### src/rtl/smvg_pkg.sv
`timescale 1ns / 1ps
// smvg_pkg: shared types and constants for the sphere mesh vertex generator
// no dependencies; used by every module under rtl/ except smvg_div
package smvg_pkg;

  localparam int COUNT_W    = 7;
  localparam int RADIUS_W   = 16;
  localparam int IDX_W      = 6;
  localparam int CFG_ADDR_W = 2;
  localparam int CFG_DATA_W = 16;

  localparam logic [CFG_ADDR_W-1:0] REG_SEGMENT_COUNT = 2'd0;
  localparam logic [CFG_ADDR_W-1:0] REG_BAND_COUNT    = 2'd1;
  localparam logic [CFG_ADDR_W-1:0] REG_SPHERE_RADIUS = 2'd2;

  localparam int POS_W  = 18;
  localparam int NORM_W = 16;

  // Q30 cos, sin, unit coordinates; ring radius Q30 unsigned
  localparam int TRIG_W  = 32;
  localparam int RAD_W   = 31;
  localparam int ANGLE_W = 32;

  // square root operand and root
  localparam int SQ_IN_W = 62;
  localparam int SQ_RT_W = 31;

  localparam int CORDIC_STEPS = 20;
  localparam int CORDIC_W     = 34;
  localparam logic signed [CORDIC_W-1:0] CORDIC_GAIN = 34'sd652032874;
  localparam logic signed [ANGLE_W-1:0] CORDIC_ATAN [CORDIC_STEPS] = '{
    32'sd536870912, 32'sd316933406, 32'sd167458907, 32'sd85004756, 32'sd42667331,
    32'sd21354465,  32'sd10679838,  32'sd5340245,   32'sd2670163,  32'sd1335087,
    32'sd667544,    32'sd333772,    32'sd166886,    32'sd83443,    32'sd41722,
    32'sd20861,     32'sd10430,     32'sd5215,      32'sd2608,     32'sd1304
  };

  localparam int LIFT_Q8 = 2560;

  localparam int Q_DEPTH = 4;
  localparam int Q_PTR_W = 2;

  typedef enum logic [1:0] {
    KIND_BAD,
    KIND_TOP,
    KIND_BOTTOM,
    KIND_MIDDLE
  } kind_t;

  typedef struct packed {
    kind_t            kind;
    logic [IDX_W-1:0] band;
    logic [IDX_W-1:0] seg;
  } patch_t;

  typedef struct packed {
    logic                     seg_we;
    logic                     ring_we;
    logic signed [TRIG_W-1:0] co;
    logic signed [TRIG_W-1:0] si;
    logic signed [TRIG_W-1:0] uy;
    logic [RAD_W-1:0]         r;
  } tbl_wr_t;

endpackage

### src/rtl/smvg_front.sv
`timescale 1ns / 1ps
// smvg_front: takes input words, classifies the patch, queues it
// depends on smvg_pkg; used by the top level
module smvg_front #(
  parameter int MAX_DIVISIONS = 64
) (
  input  logic                          clk,
  input  logic                          rst,
  input  logic                          in_valid,
  output logic                          in_ready,
  input  logic [smvg_pkg::IDX_W-1:0]    band,
  input  logic [smvg_pkg::IDX_W-1:0]    seg,
  input  logic [$clog2(MAX_DIVISIONS+1)-1:0] nr,
  input  logic [$clog2(MAX_DIVISIONS+1)-1:0] ns,
  input  logic                          hold,
  output logic                          q_valid,
  output smvg_pkg::patch_t              q_item,
  input  logic                          q_pop
);

  localparam int PW = smvg_pkg::Q_PTR_W;

  smvg_pkg::patch_t slots [smvg_pkg::Q_DEPTH];
  logic [PW-1:0]    wp, rp;
  logic [PW:0]      count;
  logic             accept;
  smvg_pkg::patch_t item;

  always_comb begin
    item.band = band;
    item.seg  = seg;
    if (32'(band) >= 32'(nr) || 32'(seg) >= 32'(ns)) begin
      item.kind = smvg_pkg::KIND_BAD;
    end else if (band == '0) begin
      item.kind = smvg_pkg::KIND_TOP;
    end else if (32'(band) + 32'd1 == 32'(nr)) begin
      item.kind = smvg_pkg::KIND_BOTTOM;
    end else begin
      item.kind = smvg_pkg::KIND_MIDDLE;
    end
  end

  assign in_ready = (count != (PW+1)'(smvg_pkg::Q_DEPTH)) && !hold;
  assign accept   = in_valid && in_ready;
  assign q_valid  = count != '0;
  assign q_item   = slots[rp];

  always_ff @(posedge clk) begin
    if (rst) begin
      wp    <= '0;
      rp    <= '0;
      count <= '0;
    end else begin
      if (accept) wp <= wp + 1'b1;
      if (q_pop)  rp <= rp + 1'b1;
      case ({accept, q_pop})
        2'b10:   count <= count + 1'b1;
        2'b01:   count <= count - 1'b1;
        default: count <= count;
      endcase
    end
  end

  always_ff @(posedge clk) begin
    if (accept) slots[wp] <= item;
  end

endmodule

### config.mk
export PLATFORM = sky130hd
export DESIGN_NAME = smvg_front
export DESIGN_NICKNAME = d
export VERILOG_FILES = /design/src/rtl/smvg_pkg.sv /design/src/rtl/smvg_front.sv
export SDC_FILE = /design/constraint.sdc
export NUM_CORES = 1
export LEC_CHECK = 0
export BUFFER_PORTS_ARGS = -buffer_cell sky130_fd_sc_hd__buf_2
export CORE_ASPECT_RATIO = 0.8
export CORE_MARGIN = 4
export CORE_UTILIZATION = 40
export DETAILED_ROUTE_END_ITERATION = 16
export GPL_ROUTABILITY_DRIVEN = 0
export HOLD_SLACK_MARGIN = 0.12
export PLACE_DENSITY_LB_ADDON = 0.05
export SETUP_SLACK_MARGIN = 0.5
export SYNTH_ARGS = -nofsm -noshare
export SYNTH_HDL_FRONTEND = slang
export SYNTH_SLANG_ARGS = --single-unit
### constraint.sdc
create_clock -name clk -period 5 [get_ports clk]
set_clock_uncertainty 0.2 [all_clocks]
set_input_delay 1 -clock clk [delete_from_list [all_inputs] [get_ports clk]]
set_output_delay 1 -clock clk [all_outputs]
set_load 0.01 [all_outputs]
==> flow_summary.toml <==
[detailed_routing]
drc_errors = 0
drt-vias-per-instance = 4.78
routed_wl_um = 5710
wl_per_cell_um = 15.9
dr.pass1.iters = 4
antenna_left = 0
num_vias = 1715
drtIter0Drc = 124

[pwr]
seq_power_share_pct = 49.3
clockPowerShare_pct = 38.0
p_comb_share_pct = 12.6
swShare_pct = 23.3
power_density_nw_per_um2 = 361
p_leak_nw = 1.36
power_mw = 1.29
power_switching_mw = 0.301
p_int_mw = 0.990
ir_drop_mv = 0.168

[clock_network]
cts_buffer_depth = 2
clk_latency_ns = 0.34
cts_resized = 0
numCtsBuffers = 9
path_clk_slew_ns = 0.07
cts_tree = "yes"
cts_setup_buffers = 0
cts_max_level = 3
clock-sinks = 65
cts_root_buf = "clkbuf_8"
cts_hold_buf = 0

[global_routing]
antenna_found_initial = 0
grt_pass1_vias = 1782
grt_usage_pct = 13.8
grt_max_degree = 15
grt_pass1_wl_um = 9250
gr-total-overflow = 0

[yosys]
synthCells = 198
synth.distinct_cells = 35
synth-seq-cells = 65
synth_top_area_share_pct = 55.6
syn_nets = 249
synth-seq-area-share_pct = 61.5
synth.avg_cell_area_um2 = 15.3
syn_area_um2 = 3030
synth_top_cell_by_area = "edfxtp_1"
synthTopCellsByArea = "edfxtp_1 (56%), mux4_2 (10%), ha_1 (7.9%), dfxtp_1 (6.0%), inv_1 (2.1%)"
ys_warn_count = 0

[sta]
timing.fmax_ghz = 0.303
fin_setup_tns_ns = 0
fin_crit_ns = 3.30
rsz0062_at_grt = "false"
worst_pin_slew_ns = 1.01
final-setup-viol-count = 0
maxSlewHeadroom_pct = 32.6
worst_slack_ns = 1.70
slew_violations = 0
finalHoldViolations = 0
period_share_pct = 65.9

[placed_design]
port_buffers = 46
dp_hpwl_um = 3830
place_ws_ns = 1.85

[die]
die_w_um = 105
io-pin-count = 47
start_util_pct = 40.9
core_um2 = 7390
fp.dieArea_um2 = 9030
die_h_um = 85.8
rows = 28

[setup_path]
worstPathArrival_ns = 2.10
crit_type = "flip-flop to output port"
crit_fanout = 14
worst_ep_required_time_ns = 3.80
start_kind = "flip-flop"
endpoint_kind = "output port"

[hold_path]
hold_path_class = "flip-flop to flip-flop"

[final_layout]
drive_gt1_share_pct = 31.1
finalNetCount = 300
area_growth_pct = 18.1
antenna_cells = 0

[outcome]
outcome = "complete, no violations"

[run]
cap_violations = 0
## registers in the layout (all words and copies together), names as in the netlist, named ones only
name and cells:
slots 56, count 3, rp 2, wp 2
## cell type report
cell class	instances	area, um2
fill	639	3820
sequential	65	1860
multi-input combinational	110	1060
timing repair buffer	46	230
clock buffer	11	141
tap	105	131
clock inverter	5	80.1
inverter	17	63.8
## synthesized netlist by cell type
library cell	count
buf_4	1
ha_1	19
buf_2	2
o21a_1	1
and2_1	1
nor2b_4	2
nand4_1	2
edfxtp_1	56
nor3_1	4
o21ai_0	5
xor2_1	3
fa_1	1
a21o_1	4
nor4_1	1
or3_1	2
clkbuf_1	2
nand3_1	2
nand2b_1	2
a211oi_1	1
nand4b_1	3
mux2i_1	2
mux4_2	14
dfxtp_1	9
a2111oi_2	1
o311a_1	1
buf_6	1
nor2_1	12
inv_1	17
a221oi_1	1
a21oi_1	9
nand2_1	5
o22a_1	1
xnor2_1	6
a211oi_2	1
and3_1	4
## logic make-up after synthesis
logic type	count (synthesis)	share of synthesized area [%]
buf+inv	23	3.31
simple gates	40	7.36
xor+xnor	9	2.60
mux	16	11.1
flops	65	61.5
compound gates	25	5.62
fa+ha+maj	20	8.52
## power by group through the flow
stage	registers [mW]	clock network, mW	logic [mW]
after CTS	0.638	0.506	0.167
after global placement	0.650	0	0.167
final	0.637	0.491	0.163
after floorplan	0.636	0	0.117
after detailed placement	0.650	0	0.166
after global routing	0.642	0.534	0.184
## routing by layer
| metal | wire [um] | vias to the layer above | global-route usage (%) |
|---|---|---|---|
| met5 | 0 | - | 0 |
| met4 | 79 | 0 | 4.65 |
| met3 | 326 | 12 | 5.34 |
| met2 | 2600 | 51 | 20.7 |
| met1 | 2710 | 799 | 18.4 |
| li1 | - | 853 | - |
## critical path: stages, from the launching register on
cell,delay (ns)
dfxtp_1,0.99
mux4_2,0.61
buf_2,0.15
## through the flow
step                hold slack (ns)  cell area (um2)  util (%)  instances
global route                  0.349             3570      48.3        359
detailed placement            0.299             3350      45.3        343
global placement              0.298             3350      45.3        343
floorplan                     0.267             3030         -        198
finish                        0.306             3570      48.3        359
CTS                           0.308             3570      48.3        359
## worst paths after layout
check / from / to / slack (ns) / depth (start not counted)
worst max register to register: count[0] / count[2] / 2.48 / 9
worst min register to register: count[2] / count[2] / 0.31 / 2
worst min-delay path: count[2] / count[2] / 0.31 / 2
worst max-delay path: flip-flop / q_item[3] / 1.70 / 2
## cells in the final DEF, fill, tap and decap left out, types with 2 or more instances in the layout
cell and instances:
bufinv_16 2, mux4_2 14, a21o_1 4, nand2_1 5, nor2b_4 2, edfxtp_1 56, nor2_1 12, nand3_1 2
or3_1 2, nand2b_1 2, xor2_1 3, inv_1 17, a21oi_1 9, dfxtp_1 9, and3_1 4, nand4_1 2
clkinvlp_4 2, mux2i_1 2, xnor2_1 6, nand4b_1 3, nor3_1 4, clkbuf_8 10, buf_2 46, o21ai_0 5
ha_1 19
Note: power is estimated with default switching activity, not from simulation.
