[src/rtl/smvg_pkg.sv]
`timescale 1ns / 1ps
// smvg_pkg: shared types and constants for the sphere mesh vertex generator
// no dependencies; used by every module under rtl/ except smvg_div
package smvg_pkg;

  localparam int COUNT_W    = 7;
  localparam int RADIUS_W   = 16;
  localparam int IDX_W      = 6;
  localparam int CFG_ADDR_W = 2;
  localparam int CFG_DATA_W = 16;

  localparam logic [CFG_ADDR_W-1:0] REG_SEGMENT_COUNT = 2'd0;
  localparam logic [CFG_ADDR_W-1:0] REG_BAND_COUNT    = 2'd1;
  localparam logic [CFG_ADDR_W-1:0] REG_SPHERE_RADIUS = 2'd2;

  localparam int POS_W  = 18;
  localparam int NORM_W = 16;

  // Q30 cos, sin, unit coordinates; ring radius Q30 unsigned
  localparam int TRIG_W  = 32;
  localparam int RAD_W   = 31;
  localparam int ANGLE_W = 32;

  // square root operand and root
  localparam int SQ_IN_W = 62;
  localparam int SQ_RT_W = 31;

  localparam int CORDIC_STEPS = 20;
  localparam int CORDIC_W     = 34;
  localparam logic signed [CORDIC_W-1:0] CORDIC_GAIN = 34'sd652032874;
  localparam logic signed [ANGLE_W-1:0] CORDIC_ATAN [CORDIC_STEPS] = '{
    32'sd536870912, 32'sd316933406, 32'sd167458907, 32'sd85004756, 32'sd42667331,
    32'sd21354465,  32'sd10679838,  32'sd5340245,   32'sd2670163,  32'sd1335087,
    32'sd667544,    32'sd333772,    32'sd166886,    32'sd83443,    32'sd41722,
    32'sd20861,     32'sd10430,     32'sd5215,      32'sd2608,     32'sd1304
  };

  localparam int LIFT_Q8 = 2560;

  localparam int Q_DEPTH = 4;
  localparam int Q_PTR_W = 2;

  typedef enum logic [1:0] {
    KIND_BAD,
    KIND_TOP,
    KIND_BOTTOM,
    KIND_MIDDLE
  } kind_t;

  typedef struct packed {
    kind_t            kind;
    logic [IDX_W-1:0] band;
    logic [IDX_W-1:0] seg;
  } patch_t;

  typedef struct packed {
    logic                     seg_we;
    logic                     ring_we;
    logic signed [TRIG_W-1:0] co;
    logic signed [TRIG_W-1:0] si;
    logic signed [TRIG_W-1:0] uy;
    logic [RAD_W-1:0]         r;
  } tbl_wr_t;

endpackage

[src/rtl/smvg_div.sv]
`timescale 1ns / 1ps
// smvg_div: restoring divider, one quotient bit per cycle
// standalone; used by smvg_build
module smvg_div #(
  parameter int NUM_W = 60,
  parameter int DEN_W = 14
) (
  input  logic             clk,
  input  logic             rst,
  input  logic             start,
  input  logic [NUM_W-1:0] num,
  input  logic [DEN_W-1:0] den,
  output logic [NUM_W-1:0] quo,
  output logic             done
);

  localparam int CNT_W = $clog2(NUM_W);

  logic [NUM_W-1:0] work;
  logic [DEN_W-1:0] dvs;
  logic [DEN_W-1:0] rem;
  logic [CNT_W-1:0] cnt;
  logic             busy;
  logic [DEN_W:0]   trial;
  logic             fits;

  assign trial = {rem, work[NUM_W-1]};
  assign fits  = trial >= {1'b0, dvs};
  assign quo   = work;

  always_ff @(posedge clk) begin
    if (rst) begin
      busy <= 1'b0;
      done <= 1'b0;
      cnt  <= '0;
    end else begin
      done <= 1'b0;
      if (start) begin
        busy <= 1'b1;
        cnt  <= '0;
      end else if (busy) begin
        cnt <= cnt + 1'b1;
        if (cnt == CNT_W'(NUM_W-1)) begin
          busy <= 1'b0;
          done <= 1'b1;
        end
      end
    end
  end

  always_ff @(posedge clk) begin
    if (start) begin
      work <= num;
      dvs  <= den;
      rem  <= '0;
    end else if (busy) begin
      rem  <= fits ? DEN_W'(trial - {1'b0, dvs}) : trial[DEN_W-1:0];
      work <= {work[NUM_W-2:0], fits};
    end
  end

endmodule

[src/rtl/smvg_isqrt.sv]
`timescale 1ns / 1ps
// smvg_isqrt: floor square root, one root bit (two operand bits) per cycle
// depends on smvg_pkg; used by smvg_build
module smvg_isqrt (
  input  logic                          clk,
  input  logic                          rst,
  input  logic                          start,
  input  logic [smvg_pkg::SQ_IN_W-1:0]  val,
  output logic [smvg_pkg::SQ_RT_W-1:0]  root,
  output logic                          done
);

  localparam int RW    = smvg_pkg::SQ_RT_W;
  localparam int IW    = smvg_pkg::SQ_IN_W;
  localparam int CNT_W = $clog2(RW);

  logic [IW-1:0]    work;
  logic [RW+1:0]    rem;
  logic [CNT_W-1:0] cnt;
  logic             busy;
  logic [RW+3:0]    trial_rem;
  logic [RW+3:0]    trial;
  logic             fits;

  assign trial_rem = {rem, work[IW-1:IW-2]};
  assign trial     = {2'b00, root, 2'b01};
  assign fits      = trial_rem >= trial;

  always_ff @(posedge clk) begin
    if (rst) begin
      busy <= 1'b0;
      done <= 1'b0;
      cnt  <= '0;
    end else begin
      done <= 1'b0;
      if (start) begin
        busy <= 1'b1;
        cnt  <= '0;
      end else if (busy) begin
        cnt <= cnt + 1'b1;
        if (cnt == CNT_W'(RW-1)) begin
          busy <= 1'b0;
          done <= 1'b1;
        end
      end
    end
  end

  always_ff @(posedge clk) begin
    if (start) begin
      work <= val;
      rem  <= '0;
      root <= '0;
    end else if (busy) begin
      rem  <= fits ? (RW+2)'(trial_rem - trial) : trial_rem[RW+1:0];
      root <= {root[RW-2:0], fits};
      work <= {work[IW-3:0], 2'b00};
    end
  end

endmodule

[src/rtl/smvg_build.sv]
`timescale 1ns / 1ps
// smvg_build: fills the segment (cos, sin) and ring (y, radius) tables
// depends on smvg_pkg, smvg_div, smvg_isqrt; used by the top level
module smvg_build #(
  parameter int MAX_DIVISIONS = 64
) (
  input  logic                    clk,
  input  logic                    rst,
  input  logic                    kick,
  input  logic [$clog2(MAX_DIVISIONS+1)-1:0] nr,
  input  logic [$clog2(MAX_DIVISIONS+1)-1:0] ns,
  output logic                    busy,
  output smvg_pkg::tbl_wr_t       wr,
  output logic [$clog2(MAX_DIVISIONS+1)-1:0] wr_addr
);

  localparam int CW    = $clog2(MAX_DIVISIONS+1);
  localparam int NUM_W = 2*CW + 46;
  localparam int DEN_W = 2*CW;
  localparam int QW    = 2*CW + 2;
  localparam int TW    = smvg_pkg::TRIG_W;
  localparam int XW    = smvg_pkg::CORDIC_W;
  localparam int AW    = smvg_pkg::ANGLE_W;
  localparam int KW    = $clog2(smvg_pkg::CORDIC_STEPS);
  localparam logic [KW-1:0] K_LAST = KW'(smvg_pkg::CORDIC_STEPS-1);

  typedef enum logic [2:0] {
    B_IDLE,
    B_LAUNCH,
    B_SEG_DIV,
    B_SEG_ROT,
    B_RING_YDIV,
    B_RING_TDIV,
    B_RING_SQRT
  } bstate_t;

  bstate_t state;
  logic [CW-1:0] idx;

  logic             div_start;
  logic [NUM_W-1:0] div_num;
  logic [DEN_W-1:0] div_den;
  logic [NUM_W-1:0] div_quo;
  logic             div_done;

  logic                         sqrt_start;
  logic [smvg_pkg::SQ_IN_W-1:0] sqrt_in;
  logic [smvg_pkg::SQ_RT_W-1:0] sqrt_root;
  logic                         sqrt_done;

  logic signed [XW-1:0] cx, cy, nx, ny, sx, sy;
  logic signed [AW-1:0] cz, nz;
  logic [KW-1:0]        k;
  logic [1:0]           quad;
  logic signed [TW-1:0] co_q, si_q;

  logic [smvg_pkg::RAD_W-1:0] ym;
  logic                       y_neg;

  function automatic logic [NUM_W-1:0] seg_num(input logic [CW-1:0] j,
                                              input logic [CW-1:0] n);
    return (NUM_W'(j) << 32) + NUM_W'(n >> 1);
  endfunction

  function automatic logic [NUM_W-1:0] y_num(input logic [CW-1:0] i,
                                            input logic [CW-1:0] n);
    logic signed [CW+1:0] d;
    logic [CW+1:0]        a;
    d = $signed({2'b00, n}) - $signed({1'b0, i, 1'b0});
    a = d < 0 ? (CW+2)'(-d) : (CW+2)'(d);
    return NUM_W'(a) << 30;
  endfunction

  function automatic logic [NUM_W-1:0] t_num(input logic [CW-1:0] i,
                                            input logic [CW-1:0] n);
    logic [QW-1:0] q;
    q = (QW'(i) * QW'(n - i)) << 2;
    return NUM_W'(q) << 46;
  endfunction

  smvg_div #(.NUM_W(NUM_W), .DEN_W(DEN_W)) u_div (
    .clk  (clk),
    .rst  (rst),
    .start(div_start),
    .num  (div_num),
    .den  (div_den),
    .quo  (div_quo),
    .done (div_done)
  );

  smvg_isqrt u_isqrt (
    .clk  (clk),
    .rst  (rst),
    .start(sqrt_start),
    .val  (sqrt_in),
    .root (sqrt_root),
    .done (sqrt_done)
  );

  // one rotation step
  always_comb begin
    sx = cx >>> k;
    sy = cy >>> k;
    if (!cz[AW-1]) begin
      nx = cx - sy;
      ny = cy + sx;
      nz = cz - smvg_pkg::CORDIC_ATAN[k];
    end else begin
      nx = cx + sy;
      ny = cy - sx;
      nz = cz + smvg_pkg::CORDIC_ATAN[k];
    end
  end

  // quadrant fold-back of the final step
  always_comb begin
    case (quad)
      2'd0: begin co_q = TW'(nx);  si_q = TW'(ny);  end
      2'd1: begin co_q = TW'(-ny); si_q = TW'(nx);  end
      2'd2: begin co_q = TW'(-nx); si_q = TW'(-ny); end
      default: begin co_q = TW'(ny); si_q = TW'(-nx); end
    endcase
  end

  assign y_neg = {1'b0, idx, 1'b0} > {2'b00, nr};
  assign busy  = state != B_IDLE;

  always_ff @(posedge clk) begin
    if (rst) begin
      state      <= B_LAUNCH;
      div_start  <= 1'b0;
      sqrt_start <= 1'b0;
      wr.seg_we  <= 1'b0;
      wr.ring_we <= 1'b0;
      idx        <= '0;
    end else begin
      div_start  <= 1'b0;
      sqrt_start <= 1'b0;
      wr.seg_we  <= 1'b0;
      wr.ring_we <= 1'b0;
      if (kick) begin
        state <= B_LAUNCH;
      end else begin
        case (state)
          B_IDLE: begin
          end
          B_LAUNCH: begin
            idx       <= '0;
            div_num   <= seg_num('0, ns);
            div_den   <= DEN_W'(ns);
            div_start <= 1'b1;
            state     <= B_SEG_DIV;
          end
          B_SEG_DIV: begin
            if (div_done && !div_start) begin
              cx    <= smvg_pkg::CORDIC_GAIN;
              cy    <= '0;
              cz    <= $signed({2'b00, div_quo[29:0]});
              quad  <= div_quo[31:30];
              k     <= '0;
              state <= B_SEG_ROT;
            end
          end
          B_SEG_ROT: begin
            cx <= nx;
            cy <= ny;
            cz <= nz;
            k  <= k + 1'b1;
            if (k == K_LAST) begin
              wr.seg_we <= 1'b1;
              wr.co     <= co_q;
              wr.si     <= si_q;
              wr_addr   <= idx;
              div_start <= 1'b1;
              if (idx == ns) begin
                idx     <= '0;
                div_num <= y_num('0, nr);
                div_den <= DEN_W'(nr);
                state   <= B_RING_YDIV;
              end else begin
                idx     <= idx + 1'b1;
                div_num <= seg_num(idx + 1'b1, ns);
                div_den <= DEN_W'(ns);
                state   <= B_SEG_DIV;
              end
            end
          end
          B_RING_YDIV: begin
            if (div_done && !div_start) begin
              ym        <= div_quo[smvg_pkg::RAD_W-1:0];
              div_num   <= t_num(idx, nr);
              div_den   <= DEN_W'(nr) * DEN_W'(nr);
              div_start <= 1'b1;
              state     <= B_RING_TDIV;
            end
          end
          B_RING_TDIV: begin
            if (div_done && !div_start) begin
              sqrt_in    <= {1'b0, div_quo[46:0], 14'b0};
              sqrt_start <= 1'b1;
              state      <= B_RING_SQRT;
            end
          end
          B_RING_SQRT: begin
            if (sqrt_done && !sqrt_start) begin
              wr.ring_we <= 1'b1;
              wr.uy      <= y_neg ? -TW'(ym) : TW'(ym);
              wr.r       <= sqrt_root;
              wr_addr    <= idx;
              if (idx == nr) begin
                state <= B_IDLE;
              end else begin
                idx       <= idx + 1'b1;
                div_num   <= y_num(idx + 1'b1, nr);
                div_den   <= DEN_W'(nr);
                div_start <= 1'b1;
                state     <= B_RING_YDIV;
              end
            end
          end
          default: state <= B_IDLE;
        endcase
      end
    end
  end

endmodule

[config.mk]
export PLATFORM = sky130hd
export DESIGN_NAME = smvg_build
export DESIGN_NICKNAME = d
export VERILOG_FILES = /design/src/rtl/smvg_pkg.sv /design/src/rtl/smvg_div.sv /design/src/rtl/smvg_isqrt.sv /design/src/rtl/smvg_build.sv
export SDC_FILE = /design/constraint.sdc
export NUM_CORES = 2
export LEC_CHECK = 0
export BUFFER_PORTS_ARGS = -buffer_cell sky130_fd_sc_hd__buf_2
export CELL_PAD_IN_SITES_DETAIL_PLACEMENT = 1
export CELL_PAD_IN_SITES_GLOBAL_PLACEMENT = 1
export CORE_UTILIZATION = 40
export CTS_BUF_LIST = sky130_fd_sc_hd__clkbuf_8 sky130_fd_sc_hd__clkbuf_16
export DETAILED_ROUTE_END_ITERATION = 16
export GPL_TIMING_DRIVEN = 1
export PLACE_DENSITY_LB_ADDON = 0.12
export SYNTH_ARGS = -nofsm -noshare
export SYNTH_HDL_FRONTEND = slang
export SYNTH_SLANG_ARGS = --single-unit
[constraint.sdc]
create_clock -name clk -period 12.85 [get_ports clk]
set_input_delay 2.57 -clock clk [delete_from_list [all_inputs] [get_ports clk]]
set_output_delay 2.57 -clock clk [all_outputs]
set_load 0.01 [all_outputs]
==> metrics.md <==
| Metric | Value |
|---|---|
| Die height | between 300 and 400 microns |
| Failing checks | DRC |
| I/O Buffers | 153 |
| Fin Setup TNS | 0 ns |
| Reg2reg start | k[0] |
| Slew Limit Headroom | 10.2% |
| Cells on worst reg2reg path | 20 |
| Syn avg cell area | 9.90 sq um |
| CP Max Fanout | 61 |
| Sequential Area | 16600 sq um |
| Worst VDD drop | 0.0911 mV |
| Slew at the pin closest to its max-slew limit | 1.34 ns |
| Seq/Total Area, Yosys | 38.7% |
| Worst skew pair latency | 0.66 ns |
| CTS tree | yes |
| Layout area overhead | 10.0% |
| F_max | ~0.11 GHz |
| Initial Util | 40.5% |
| CTS Buffer Depth | 3 |
| Total die area | approximately 110000 sq um |
| Root Driver | clkbuf_16 |
| HPWL after DPL | between 90 and 100 mm |
| Cell area power density | 113 nW/um^2 |
| Post-route ant nets | 0 |
| Routed WL | 134 mm |
| Synth Net Count | 4633 |
| Chip Width | 329 microns |
| Initial antenna violation count | 6 |
| Gr busiest metal | met2 |
| Status | finished, violations left |
| Share of cells above drive strength 1 | 12.7% |
| Routability cong. | 0.912 |
| Via-to-Cell Ratio | 5.82 |
| Total grt overflow | 0 |
| Clk slew on worst S/H paths | 0.06 ns |
| Total track usage | 24.5% |
| Multi-input gate area | 24500 sq um |
| Crit start category | register |
| Arr. time, crit path | 9.50 ns |
| Post-synth ARST share | 0% |
| Detailed Route Iter0 Violations | 2527 |
| Largest net degree at the start of global routing | 115 |
| Commonest non-fill, non-tap cell in the layout | edfxtp_1 |
| Cell Area, Synth | ~43000 sq um |
| Vias in the first global route | 34100 |
| H-tree Lvls | 3 |
| Final period util | just over 70% |
| Num CTS Buffers | 70 |
| Nets@finish | 4681 |
| HP Start | div_den[2] |
| Pre-antenna DRT Iters | 12 |
| Critical path endpoint category | register |
| Hold/Removal Path Class | register to register |
| Worst path slowest cell | edfxtp_1 |
| WHS Endpoint | u_div.dvs[2] |
| IO Count | 154 |
| Filler cells | 11800 |
| Post-CTS setup buffers | 0 |
| CP Cell Sequence | buf_4 > mux4_1 > mux4_2 > mux2i_1 > nand2_1 > nor4b_2 > nor3b_2 > and3b_1 > a31oi_1 > xnor2_1 > ha_1 > nand3_1 > a2111oi_0 > o21ai_0 > a21boi_0 > o21ai_0 > nor4_2 > nand2_1 > a31o_2 > a221o_1 |
| Met1 Use GR | 33.9% |
| RSZ-0062 raised after global routing | no |
| Final-report hold violation count | 0 |
| Core footprint | 106000 sq um |
| Leak | 17.9 nW |
| Final core occ | 44.6% |
| CTS resizes | 0 |
| Met2 Use GR | roughly 40% |
| Ys Warns | 0 |
| Crit path time final | 9.09 ns |
| Hold Crit Depth | 0 |
| Drt wl/cell | 22.9 microns |
| Post-Syn Instances | around 4300 |
| Antenna Cells | 0 |
| Ys flop type | edfxtp_1 |
| Clock sink count | 589 |
| First-pass GRT wire length | 206 mm |
| Max-cap viol count | 0 |
| Required time worst endpoint | 13.26 ns |
| Max stage delay on crit path | 0.93 ns |
| Placement Rows | 119 |
| Via count | 33900 |
| GR Layer Usage met3 | under 10% |
| Layout Skew | about 0.025 ns |
| Post-synth cell types | 111 |
| DRC Markers | 13 |
| # setup viols final | 0 |
| FF+latch count, synth | between 500 and 600 |
| Commonest cells after routing, fill and taps aside | edfxtp_1 (482), nor2_1 (428), nand2_1 (358) |
| Slew Limit Fails | 0 |
| EDFF count, synth | 482 |
| FF-to-FF setup slack | approximately 3.8 ns |
| Crit Path Class | register to register |
| Hold buffers post-CTS | 0 |
| Reg-to-reg endpoint | wr[124] |
-- kinds of logic (layout without fill, tap and decap cells) --
logic type | after synthesis | count (layout) | synth area share, %
and+or+nand+nor | 1335 | 1335 | 14.9
buffers and inverters | 444 | 546 | 4.23
muxes | 301 | 301 | 10.3
AOI/OAI and AO/OA | 1024 | 1024 | 15.3
adders and majority gates | 284 | 284 | 9.20
xor gates and xnor gates | 355 | 355 | 7.28
DFF | 589 | 589 | 38.7
-- through the flow --
stage	std cells	worst slack, ns	total power [mW]	area [sq um]	hold slack, ns
after floorplan	4332	4.65	3.04	42900	0.400
final	5825	3.76	5.33	47200	0.419
after global placement	5699	4.10	3.33	44900	0.401
after detailed placement	5699	3.94	3.34	44900	0.409
after global routing	5825	3.12	5.59	47200	0.417
after CTS	5825	3.88	5.40	47200	0.418
-- layer usage --
layer  part of all wire, %  wire length [microns]  vias to the layer above
li1                      -                      -                    16000
met3                   4.9                   6530                      186
met4                   2.7                   3550                        0
met1                    46                  61200                    17000
met2                    47                  62300                      778
met5                     0                      0                        -
-- cells in the mapped netlist (20+ instances only) --
master / count / area (sq um)
or3_1: 27 / 169
a211oi_1: 91 / 683
nand4_1: 34 / 213
buf_1: 31 / 116
nor2b_1: 71 / 444
xnor2_1: 225 / 1970
inv_1: 207 / 777
nand3_1: 70 / 350
a21oi_1: 293 / 1470
mux4_1: 20 / 526
dfxtp_1: 107 / 2140
clkbuf_1: 166 / 623
a21o_1: 90 / 676
o211ai_1: 23 / 173
xor2_1: 129 / 1130
o21bai_1: 20 / 150
mux2_2: 93 / 1050
nand2b_1: 42 / 263
edfxtp_1: 482 / 14500
mux4_2: 76 / 1710
mux2i_1: 110 / 1100
and2_1: 69 / 432
nor2_1: 430 / 1610
fa_1: 52 / 1040
ha_1: 232 / 2900
a31oi_1: 59 / 369
o21a_1: 28 / 210
o31ai_1: 31 / 233
and3_1: 37 / 231
nand2_1: 359 / 1350
nor3_1: 85 / 425
o21ai_0: 210 / 1050
-- worst max-delay path: cells and delay by family, from the launching register on --
family	cells	cell delay (ns)
AOI/OAI and AO/OA	7	2.41
xor gates and xnor gates	1	0.17
adders and majority gates	1	0.48
buffers and inverters	1	0.89
DFF	1	0.93
muxes	3	1.69
and+or+nand+nor	7	2.22
-- cell type report --
class | instances | area share [%]
clock buffers | 75 | 3.88
clock inverters | 51 | 1.04
inverters | 214 | 1.70
multi-input cells | 3299 | 52.0
flip-flops and latches | 589 | 35.2
well taps | 1391 | 3.69
repair buffers | 206 | 2.47
-- power by group --
group	leakage (nW)	total (mW)	switching (mW)	internal [mW]
registers	5.31	2.21	0.0685	2.14
logic	11.4	1.09	0.656	0.437
clock network	1.20	2.02	0.858	1.16
-- worst max path at each step --
stage	start	end
finish	k[0]	wr[124]
global route	k[0]	wr[125]
CTS	k[0]	wr[124]
detailed placement	k[0]	wr[124]
global placement	k[0]	wr[91]
floorplan	kick	sqrt_in[14]
-- registers in the layout (all words and copies together), names as in the netlist, 3 cells and up --
name          cells
u_div.quo        60
ym               31
wr              129
div_num          27
u_isqrt.work     48
u_isqrt.cnt       5
div_den          14
idx               7
wr_addr           7
cy               34
state             3
u_div.dvs        14
k                 5
cx               34
u_isqrt.rem      33
sqrt_in          47
u_div.rem        14
u_isqrt.root     31
u_div.cnt         6
cz               32
(Power assumes the default switching activity.)
